$ cat src/lps_pkg.sv
// Shared types and constants for the LiDAR point smoothness block.
// No dependencies; imported by every module in src.
`timescale 1ns / 1ps
package lps_pkg;

   localparam int HALF_WINDOW  = 5;
   localparam int WIN_LEN      = 2 * HALF_WINDOW + 1;
   localparam int WIN_IDX_W    = $clog2(WIN_LEN);
   localparam int COORD_W      = 18;
   localparam int STR_W        = 8;
   localparam int MIN_W        = 17;
   localparam int MAX_W        = 18;
   localparam int CSR_DATA_W   = 18;
   localparam int DIS_W        = 36;
   localparam int ROOT_W       = DIS_W / 2;
   localparam int ROOT_STEPS   = ROOT_W;
   localparam int REM_W        = ROOT_W + 2;
   localparam int ACC_W        = 24;
   localparam int MAG_W        = ACC_W - 1;
   localparam int SQ_W         = 2 * MAG_W;
   localparam int GEO_W        = SQ_W + 2;
   localparam int GEO_HALF_W   = GEO_W / 2;
   localparam int DF_W         = 10;
   localparam int DIV_STEPS    = DF_W;
   localparam int DIV_NUM_W    = 24;
   localparam int DEN_W        = 19;
   localparam int DSH_W        = DEN_W + DIV_STEPS - 1;
   localparam int ACC_CYCLES   = (WIN_LEN > DIV_STEPS + 1) ? WIN_LEN : DIV_STEPS + 1;
   localparam int STEP_W       = 5;
   localparam int IDX_W        = 16;
   localparam int FILL_W       = 4;
   localparam int CURV_W       = 54;
   localparam int RCURV_W      = 32;
   localparam int SCURV_W      = 13;

   localparam logic [DIV_NUM_W-1:0] DEPTH_NUM      = DIV_NUM_W'(512 * 20000);
   localparam logic [DEN_W-1:0]     DEPTH_REF_MM   = DEN_W'(20000);
   localparam logic [DF_W-1:0]      DEPTH_MIN_Q8   = DF_W'(51);
   localparam logic [COORD_W-1:0]   BEHIND_HALF_MM = COORD_W'(500);
   localparam logic [MIN_W-1:0]     MIN_RESET      = MIN_W'(500);
   localparam logic [MAX_W-1:0]     MAX_RESET      = MAX_W'(90000);

   localparam logic CSR_MIN_RANGE = 1'b0;
   localparam logic CSR_MAX_RANGE = 1'b1;

   typedef enum logic [3:0] {
      ST_IDLE, ST_SQUARE, ST_CHECK, ST_ROOT, ST_PUSH,
      ST_ACCUM, ST_MUL, ST_SCALE, ST_MERGE, ST_EMIT
   } lps_state_type;

   typedef struct packed {
      logic              load;
      logic              square;
      logic              check;
      logic              root_step;
      logic              push;
      logic              acc_step;
      logic              mul;
      logic              scale;
      logic              merge;
      logic              emit;
      logic              finish;
      logic [STEP_W-1:0] step;
   } lps_cmd_type;

   typedef struct packed {
      logic keep;
      logic win_full;
      logic out_free;
   } lps_status_type;

endpackage

$ cat src/lps_ctrl.sv
// Sequencer for the smoothness block: one point at a time through the datapath.
// Depends on lps_pkg.
`timescale 1ns / 1ps
module lps_ctrl import lps_pkg::*; (
   input  logic           clock,
   input  logic           reset,
   input  logic           req_valid,
   output logic           req_ready,
   input  lps_status_type status,
   output lps_cmd_type    cmd
);

   lps_state_type     state_ff, state_in;
   logic [STEP_W-1:0] cnt_ff, cnt_in;

   always_ff @(posedge clock) begin
      if (reset) begin
         state_ff <= ST_IDLE;
         cnt_ff   <= '0;
      end else begin
         state_ff <= state_in;
         cnt_ff   <= cnt_in;
      end
   end

   always_comb begin
      state_in = state_ff;
      cnt_in   = cnt_ff;
      unique case (state_ff)
         ST_IDLE:   if (req_valid) state_in = ST_SQUARE;
         ST_SQUARE: state_in = ST_CHECK;
         ST_CHECK: begin
            cnt_in   = '0;
            state_in = status.keep ? ST_ROOT : ST_IDLE;
         end
         ST_ROOT: begin
            cnt_in = cnt_ff + 1'b1;
            if (cnt_ff == STEP_W'(ROOT_STEPS - 1)) state_in = ST_PUSH;
         end
         ST_PUSH: begin
            cnt_in   = '0;
            state_in = status.win_full ? ST_ACCUM : ST_IDLE;
         end
         ST_ACCUM: begin
            cnt_in = cnt_ff + 1'b1;
            if (cnt_ff == STEP_W'(ACC_CYCLES - 1)) state_in = ST_MUL;
         end
         ST_MUL:   state_in = ST_SCALE;
         ST_SCALE: state_in = ST_MERGE;
         ST_MERGE: state_in = ST_EMIT;
         ST_EMIT:  if (status.out_free) state_in = ST_IDLE;
         default:  state_in = ST_IDLE;
      endcase
   end

   always_comb begin
      cmd       = '0;
      cmd.step  = cnt_ff;
      req_ready = 1'b0;
      unique case (state_ff)
         ST_IDLE: begin
            req_ready = 1'b1;
            cmd.load  = req_valid;
         end
         ST_SQUARE: cmd.square = 1'b1;
         ST_CHECK: begin
            cmd.check  = 1'b1;
            cmd.finish = !status.keep;
         end
         ST_ROOT: cmd.root_step = 1'b1;
         ST_PUSH: begin
            cmd.push   = 1'b1;
            cmd.finish = !status.win_full;
         end
         ST_ACCUM: cmd.acc_step = 1'b1;
         ST_MUL:   cmd.mul = 1'b1;
         ST_SCALE: cmd.scale = 1'b1;
         ST_MERGE: cmd.merge = 1'b1;
         ST_EMIT: begin
            cmd.emit   = status.out_free;
            cmd.finish = status.out_free;
         end
         default: cmd = '0;
      endcase
   end

endmodule

$ cat config.mk
export PLATFORM = sky130hd
export DESIGN_NAME = lps_ctrl
export DESIGN_NICKNAME = d
export VERILOG_FILES = /design/src/lps_pkg.sv /design/src/lps_ctrl.sv
export SDC_FILE = /design/constraint.sdc
export NUM_CORES = 1
export LEC_CHECK = 0
export BUFFER_PORTS_ARGS = -buffer_cell sky130_fd_sc_hd__buf_2
export CAP_MARGIN = 15
export CELL_PAD_IN_SITES_DETAIL_PLACEMENT = 0
export CELL_PAD_IN_SITES_GLOBAL_PLACEMENT = 2
export CORE_UTILIZATION = 25
export CTS_CLUSTER_DIAMETER = 150
export DETAILED_ROUTE_END_ITERATION = 8
export MAX_ROUTING_LAYER = met4
export PLACE_DENSITY = 0.76
export SLEW_MARGIN = 20
export SYNTH_ARGS = -nofsm -noshare
export SYNTH_HDL_FRONTEND = slang
export SYNTH_SLANG_ARGS = --single-unit
export TNS_END_PERCENT = 20
$ cat constraint.sdc
create_clock -name clock -period 1.3 [get_ports clock]
set_input_delay 0.065 -clock clock [delete_from_list [all_inputs] [get_ports clock]]
set_output_delay 0.065 -clock clock [all_outputs]
set_load 0.02 [all_outputs]
; After elaboration in Yosys (flattened, before gate mapping)
; Cells that the tools add are included.
[op_classes]
add_sub_neg = 1
eq_ne = 15
n_mux = 21
reduce_logical = 8
[op_table]
columns = operator, count
row1 = 4-bit case mux with 10 select lines, 1
row2 = "4-bit by 3-bit == test with 1-bit output, second input constant", 4
row3 = 4-bit 2-to-1 mux, 4
row4 = 1-bit 2-to-1 mux, 11
row5 = 5-bit case mux with 2 select lines, 1
row6 = 10-bit OR reduction, 1
row7 = "4-bit by 2-bit == test with 1-bit output, second input constant", 2
row8 = "4-bit == test, second input constant", 2
row9 = "2-bit != test, second input constant", 4
row10 = "5-bit by 1-bit adder with 5-bit output, second input constant", 1
row11 = "5-bit by 4-bit == test with 1-bit output, second input constant", 1
row12 = "5-bit == test, second input constant", 1
row13 = 5-bit 2-to-1 mux, 1
row14 = "4-bit by 1-bit == test with 1-bit output, second input constant", 1
row15 = 4-bit logical NOT, 1
row16 = 4-bit AND reduction, 1
row17 = 2-bit OR reduction, 2
row18 = 3-bit 2-to-1 mux, 1
row19 = 1-bit case mux with 3 select lines, 1
row20 = 1-bit logical NOT, 2
row21 = 2-bit 2-to-1 mux, 1
row22 = 2-bit nonzero test, 1
[totals]
reg_bits = 9
input_bits = 6
out_inout_bits = 17
wordCells = 47

; Longest topological paths before layout
; Gate-level depths: netlist of run 1.
[logic_depth]
ltp_word = 3
depth_mapped = 6
ltp_nobuf = 6

; Worst setup path after synthesis of run 1
; OpenSTA, ideal clock, no wires.
[synth_timing]
path_kind = flip-flop to output port
start = reg state_ff[0]
end = out cmd[15] (netlist name)
arrival_time_ns = 1.685
t_required_ns = 1.235
setup_slack_ns = -0.450
stages_incl_launch_ff = 4
n_path_buf = 1
path_cell_list = dfxtp_1 -> buf_2 -> nor4_1 -> and2_1
[synth_lines]
columns = element, line
row1 = from (decl), lps_ctrl.sv:13  ; lps_state_type state_ff, state_in;
row2 = from (signal assigned), lps_ctrl.sv:21  ; state_ff <= state_in;
row3 = to (decl), lps_ctrl.sv:10  ; output lps_cmd_type cmd

==> summary.md, run 1 <==
| Metric | Value |
|---|---|
| Fin crit share | `110%` |
| # setup viols final | `17` |
| Yosys Warn Count | `0` |
| Mapped Area | `785 um^2` |
| Failing checks | `design-rule violations, negative setup slack` |
| Post-Route Skew | `0.00535 ns` |
| CTS Hold Bufs | `0` |
| Startpoint Class | `register` |
| Non-Filler Instances | `186` |
| Initial antenna violation count | `0` |
| Synth cell types | `31` |
| Final wirelength | `2300 um` |
| Synth Instances | `100` |
| Fin nets | `165` |
| Clock latency on the worst-skew pair | `0.26 ns` |
| Remaining global-route overflow | `0` |
| Final Hold Fails | `0` |
| Total number of vias | `928` |
| Clock transition at path regs | `0.06 ns` |
| Area delta synth->final | `85.8%` |
| # diodes | `0` |
| Maximum root-to-sink buffer count | `2` |
| Full die area | `3370 um^2` |
| Worst path arrival time | `1.37 ns` |
| Multi-input gate area in the final layout | `654 um^2` |
| Core footprint | `2850 um^2` |
| Final core utilization | `51.1%` |
| Die height | `58.0 um` |
| Maxcap violations | `0` |
| Critical-path maximum fanout | `5` |
| Vias in the first global route | `857` |
| PwrDens | `1200 nW/um^2` |
| Critical path required time | `1.24 ns` |
| Min cycle time layout | `1.43 ns` |
| 1st-iter DRT viols | `57` |
| Initial Utilization | `27.5%` |
| Worst hold path class | `input port to register` |
| CTS Buf Count | `3` |
| Fmax | `699 MHz` |
| CP endpoint kind | `output port` |
| Worst rel slew slack | `79.6%` |
| First-pass GRT wire length | `3710 um` |
| Final Hold Slack | `0.115 ns` |
| RSZ-0062 raised after global routing | `true` |
| DP HPWL | `1610 um` |
| Outcome | `complete, but fails checks` |
| Flops & latches, synth | `9` |
| Placer Congestion | `0.759` |
| Slew at the pin closest to its max-slew limit | `0.305 ns` |
| Synth area leaders | `dfxtp_1 23%, nand4bb_4 7.0%, nor2_1 5.7%, nor3_1 5.1%, and2_1 4.8%` |
| CTS Root Buffer Type | `clkbuf_4` |
| Maximum vdd drop | `0.369 mV` |
| Io pins | `23` |
| Vias/cell | `4.99` |
| Largest net degree at the start of global routing | `12` |
| TritonCTS clock tree | `yes` |
| IO buf count | `22` |
| Fin worst setup slack | `-0.130 ns` |
| DR pass1 iterations | `6` |
| Slew Viols, Final | `0` |
| Sequential area share after synthesis | `23.0%` |
| Die span in x | `58.0 um` |
| All-Layer GR Usage | `14.7%` |
| DR DRC count | `2` |
| Post-Syn Area per Cell | `7.85 um^2` |
| H-tree depth | `1` |
| Synthesized net count | `109` |
| Leak | `0.645 nW` |
| Post-DR wirelength/cell | `12.4 um` |
| Fillcell total | `266` |
| Total negative slack | `-0.574 ns` |
| Post-synth top area cell | `dfxtp_1` |
| # rows | `19` |
| CTS Sinks | `9` |
| Worst Setup Path Type | `register to output port` |
| Placed Instances | `172` |
| Proportion of layout cells with a drive suffix above 1 | `61.9%` |
| Final ANT Viol Nets | `0` |
| FF/Latch Area | `198 um^2` |
| Synth top area share | `23.0%` |
-- critical path, cell delays in order, from the launching register on --
cell      delay (ns)
dfxtp_4         0.38
buf_6           0.13
nand2b_4        0.14
nor3_4          0.05
a211o_1         0.27
buf_6           0.13
-- cell families (layout without fill, tap and decap cells) --
kind of cell	after synthesis	after routing	share of synthesized area, %
simple gates	49	49	40.8
xor+xnor	1	1	1.12
buf+inv	14	69	8.61
mux	1	1	1.28
compound gates	23	23	20.4
fa+ha+maj	3	3	4.79
flops	9	9	23.0
-- stage by stage --
step	cell area (um^2)	power, mW	worst slack [ns]
floorplan	812	0.904	-0.0576
global placement	1130	1.22	-0.0786
detailed placement	1130	1.22	-0.107
CTS	1310	1.62	-0.113
global route	1460	1.86	-0.172
finish	1460	1.75	-0.130
-- synth_stat cells --
master / count
nor3_1: 8
a211o_1: 1
a21o_1: 1
inv_1: 6
and4bb_2: 2
a211oi_1: 2
nor4_1: 3
mux2i_1: 1
o21ai_0: 5
clkbuf_1: 1
o211ai_2: 1
nor4_2: 1
buf_4: 3
nand2b_1: 6
dfxtp_1: 9
nand4bb_4: 2
xnor2_1: 1
a31o_1: 1
ha_1: 3
nand2_4: 1
buf_2: 3
nand2_1: 3
o22ai_2: 1
nand3_1: 4
a311oi_1: 3
inv_2: 1
and2_1: 6
nand2_2: 1
a31o_2: 1
nor2_1: 12
a21oi_1: 7
-- placed cells by master (no fill, tap or decap), drive strengths merged, types with 2 or more instances in the layout --
cell      n
a211oi    2
a21oi     7
a311oi    3
a31o      2
and2      6
and4bb    2
buf      58
clkbuf    4
dfxtp     9
ha        3
inv       7
nand2     5
nand2b    6
nand3     4
nand4bb   2
nor2     12
nor3      8
nor4      4
o21ai     5
-- what timing repair did --
action                     CTS  global route
setup buffers                6             4
setup endpoints to repair   24            24
gates resized for setup     37            31
pin swaps                    2             5
-- cell type report --
class | instances | area share, %
well taps | 31 | 2.66
inverters | 7 | 1.97
flip-flops and latches | 9 | 13.6
repair buffers | 58 | 35.1
clock buffers | 4 | 1.80
multi-input cells | 77 | 44.9
-- flip-flops by register name, summed over array words and instances, names as in the netlist --
name and flops:
cnt_ff 5, state_ff 4
-- worst paths after layout --
path | from | end | depth (start not counted) | slack [ns]
setup reg to reg | cnt_ff[1]$_SDFFE_PP0P_ | state_ff[2]$_SDFFE_PP0P_ | 6 | -0.06
hold reg to reg | cnt_ff[1]$_SDFFE_PP0P_ | cnt_ff[1]$_SDFFE_PP0P_ | 2 | 0.51
setup / recovery | state_ff[1]$_SDFFE_PP0P_ | cmd[5] | 5 | -0.13
hold / removal | status[0] | state_ff[3]$_SDFFE_PP0P_ | 4 | 0.11
-- power by group --
part / switching (mW) / leakage, nW / internal (mW) / total [mW]
registers: 0.0614 / 0.0768 / 0.323 / 0.384
clock network: 0.106 / 0.0150 / 0.119 / 0.225
logic: 0.556 / 0.553 / 0.584 / 1.14
total: 0.724 / 0.645 / 1.03 / 1.75
-- layer usage --
layer	track usage, %	share of wire (%)	up-vias
met5	-	0	-
met2	23.2	50	13
met4	5.10	0.52	0
met3	2.01	2.4	2
li1	-	-	469
met1	19.4	47	444
Power figures use the tool's default switching activity.
==> inputs of run 2 (changes only) <==
--- a/config.mk
+++ b/config.mk
@@ -14,7 +14,7 @@
 export DETAILED_ROUTE_END_ITERATION = 8
 export MAX_ROUTING_LAYER = met4
 export PLACE_DENSITY = 0.76
-export SLEW_MARGIN = 20
+export SLEW_MARGIN = 25
 export SYNTH_ARGS = -nofsm -noshare
 export SYNTH_HDL_FRONTEND = slang
 export SYNTH_SLANG_ARGS = --single-unit
==> constraint.sdc (replaced) <==
create_clock -name clock -period 1.3 [get_ports clock]
set_input_delay 0.065 -clock clock [delete_from_list [all_inputs] [get_ports clock]]
set_output_delay 0.065 -clock clock [all_outputs]
set_load 0.1 [all_outputs]
==> summary.md, run 2 (same netlist as run 1, synthesis figures left out) <==
| Metric | Value |
|---|---|
| Placer Congestion | `0.770` |
| Worst hold path class | `input port to register` |
| Worst path cell trace | `nand2b_1, nor3_4, buf_4, buf_12` |
| Worst Setup Path Type | `register to output port` |
| CP endpoint kind | `output port` |
| Die span in x | `58.0 um` |
| Largest Register | `cnt_ff` |
| Remaining global-route overflow | `0` |
| Largest register FFs | `5` |
| DP HPWL | `1680 um` |
| Maximum vdd drop | `0.605 mV` |
| Total negative slack | `-1.35 ns` |
| # rows | `19` |
| Min cycle time layout | `1.46 ns` |
| Worst Min Path Start | `reset` |
| Vias in the first global route | `839` |
| Most frequent cells in the layout | `28 x buf_4, 19 x buf_12, 10 x nor2_1, 6 x and2_4, 6 x a21oi_1` |
| Area delta synth->final | `108%` |
| Top Registers | `cnt_ff: 5 flops, state_ff: 4 flops` |
| IO buf count | `22` |
| Crit-path slowest cell | `dfxtp_4` |
| Combinational fraction of design power | `75.2%` |
| Critical-path maximum fanout | `7` |
| Io pins | `23` |
| Worst hold endpoint | `state_ff[3]$_SDFFE_PP0P_` |
| Hold path depth | `2` |
| All-Layer GR Usage | `14.7%` |
| Commonest non-fill, non-tap cell in the layout | `buf_4` |
| DR DRC count | `1` |
| Sequential share of power | `16.1%` |
| Placed Instances | `171` |
| Leak | `0.679 nW` |
| Clock transition at path regs | `0.06 ns` |
| Fmax | `683 MHz` |
| TritonCTS clock tree | `yes` |
| Worst setup path start | `state_ff[1]$_SDFFE_PP0P_` |
| # setup viols final | `21` |
| 1st-iter DRT viols | `40` |
| Post-DP Area | `1440 um^2` |
| Post-DR wirelength/cell | `12.6 um` |
| CTS Root Buffer Type | `clkbuf_4` |
| Flop-to-flop setup slack | `-0.06 ns` |
| Final ANT Viol Nets | `0` |
| CTS Buf Count | `3` |
| Worst r2r path cells | `6` |
| Worst rel slew slack | `72.5%` |
| Worst R2R End | `state_ff[2]$_SDFFE_PP0P_` |
| Maxcap violations | `0` |
| Final Hold Fails | `0` |
| Vias/cell | `4.97` |
| PwrDens | `1510 nW/um^2` |
| Outcome | `complete, but fails checks` |
| DR pass1 iterations | `6` |
| RR Startpoint | `state_ff[0]$_SDFFE_PP0P_` |
| Core footprint | `2850 um^2` |
| CTS Sinks | `9` |
| Die height | `58.0 um` |
| Post-place setup slack | `-0.107 ns` |
| Critical path required time | `1.24 ns` |
| Overall power | `2.46 mW` |
| Clock power frac | `8.7%` |
| Final Hold Slack | `0.142 ns` |
| Clock latency on the worst-skew pair | `0.26 ns` |
| Sw Pwr | `1.23 mW` |
| Final wirelength | `2320 um` |
| Initial antenna violation count | `0` |
| Fin worst setup slack | `-0.164 ns` |
| Fillcell total | `250` |
| Finished Cell Area | `1630 um^2` |
| Switching Share | `50.0%` |
| Failing checks | `design-rule violations, negative setup slack` |
| First-pass GRT wire length | `3660 um` |
| Proportion of layout cells with a drive suffix above 1 | `63.0%` |
| Full die area | `3370 um^2` |
| # diodes | `0` |
| Slew at the pin closest to its max-slew limit | `0.408 ns` |
| Total number of vias | `919` |
| RSZ-0062 raised after global routing | `true` |
| Startpoint Class | `register` |
| H-tree depth | `1` |
| CTS Hold Bufs | `0` |
| Int Power | `1.23 mW` |
| Non-Filler Instances | `185` |
| WP buf/inv | `2` |
| Maximum root-to-sink buffer count | `2` |
| Initial Utilization | `27.5%` |
| Fin crit share | `113%` |
| CP max stage delay | `0.37 ns` |
| Delay-heaviest family, CP | `simple AND/OR/NAND/NOR gates` |
| Slew Viols, Final | `0` |
| Largest net degree at the start of global routing | `12` |
| Fin nets | `164` |
| Post-Route Skew | `0.00828 ns` |
| Final core utilization | `57.3%` |
| Worst path arrival time | `1.40 ns` |
run 2: cell count changes in the layout (fill, tap and decap cells not counted), sizes merged:
cell / change
buf: -1
run 2: how the worst max path moves through the flow:
stage                        endpoint  cells after the start
3_3_place_gp   cnt_ff[2]$_SDFFE_PP0P_                      5
5_1_grt                        cmd[6]                      4
2_1_floorplan                 cmd[15]                      4
6_report                       cmd[6]                      4
4_1_cts                        cmd[5]                      5
3_5_place_dp   cnt_ff[3]$_SDFFE_PP0P_                      5
run 2: per-layer routing:
| metal | global-route usage (%) | vias up | share of wire, % |
|---|---|---|---|
| li1 | - | 465 | - |
| met1 | 19.3 | 443 | 48 |
| met2 | 23.5 | 11 | 49 |
| met3 | 2.23 | 0 | 2.8 |
| met4 | 4.08 | 0 | 0 |
| met5 | - | - | 0 |
run 2: worst reg2reg max path, cell delays in order (launching register included):
cell and delay, ns:
dfxtp_4 0.40, buf_4 0.16, nand4bb_4 0.13, buf_4 0.16
o22ai_2 0.15, nor4_2 0.08, a31o_1 0.18
run 2: area by class of cell:
| type | instances | area, um^2 | share of cell area [%] |
|---|---|---|---|
| clock buffer | 4 | 26.3 | 1.61 |
| inverter | 7 | 26.3 | 1.61 |
| multi-input combinational | 77 | 673 | 41.2 |
| sequential | 9 | 198 | 12.1 |
| tap | 31 | 38.8 | 2.37 |
| timing repair buffer | 57 | 672 | 41.1 |
run 2: power by group through the flow:
stage / Combinational, mW / Clock, mW / Sequential, mW
2_1_floorplan: 1.11 / 0 / 0.378
3_3_place_gp: 1.63 / 0 / 0.421
3_5_place_dp: 1.64 / 0 / 0.421
4_1_cts: 1.76 / 0.226 / 0.408
5_1_grt: 1.94 / 0.241 / 0.404
6_report: 1.85 / 0.213 / 0.397
run 2: what timing repair did:
action | 4_1_cts | 5_1_grt
gates resized for setup | 21 | 9
endpoints found under the setup margin | 26 | 25
buffers inserted | 5 | 5
pin swaps | 4 | 5
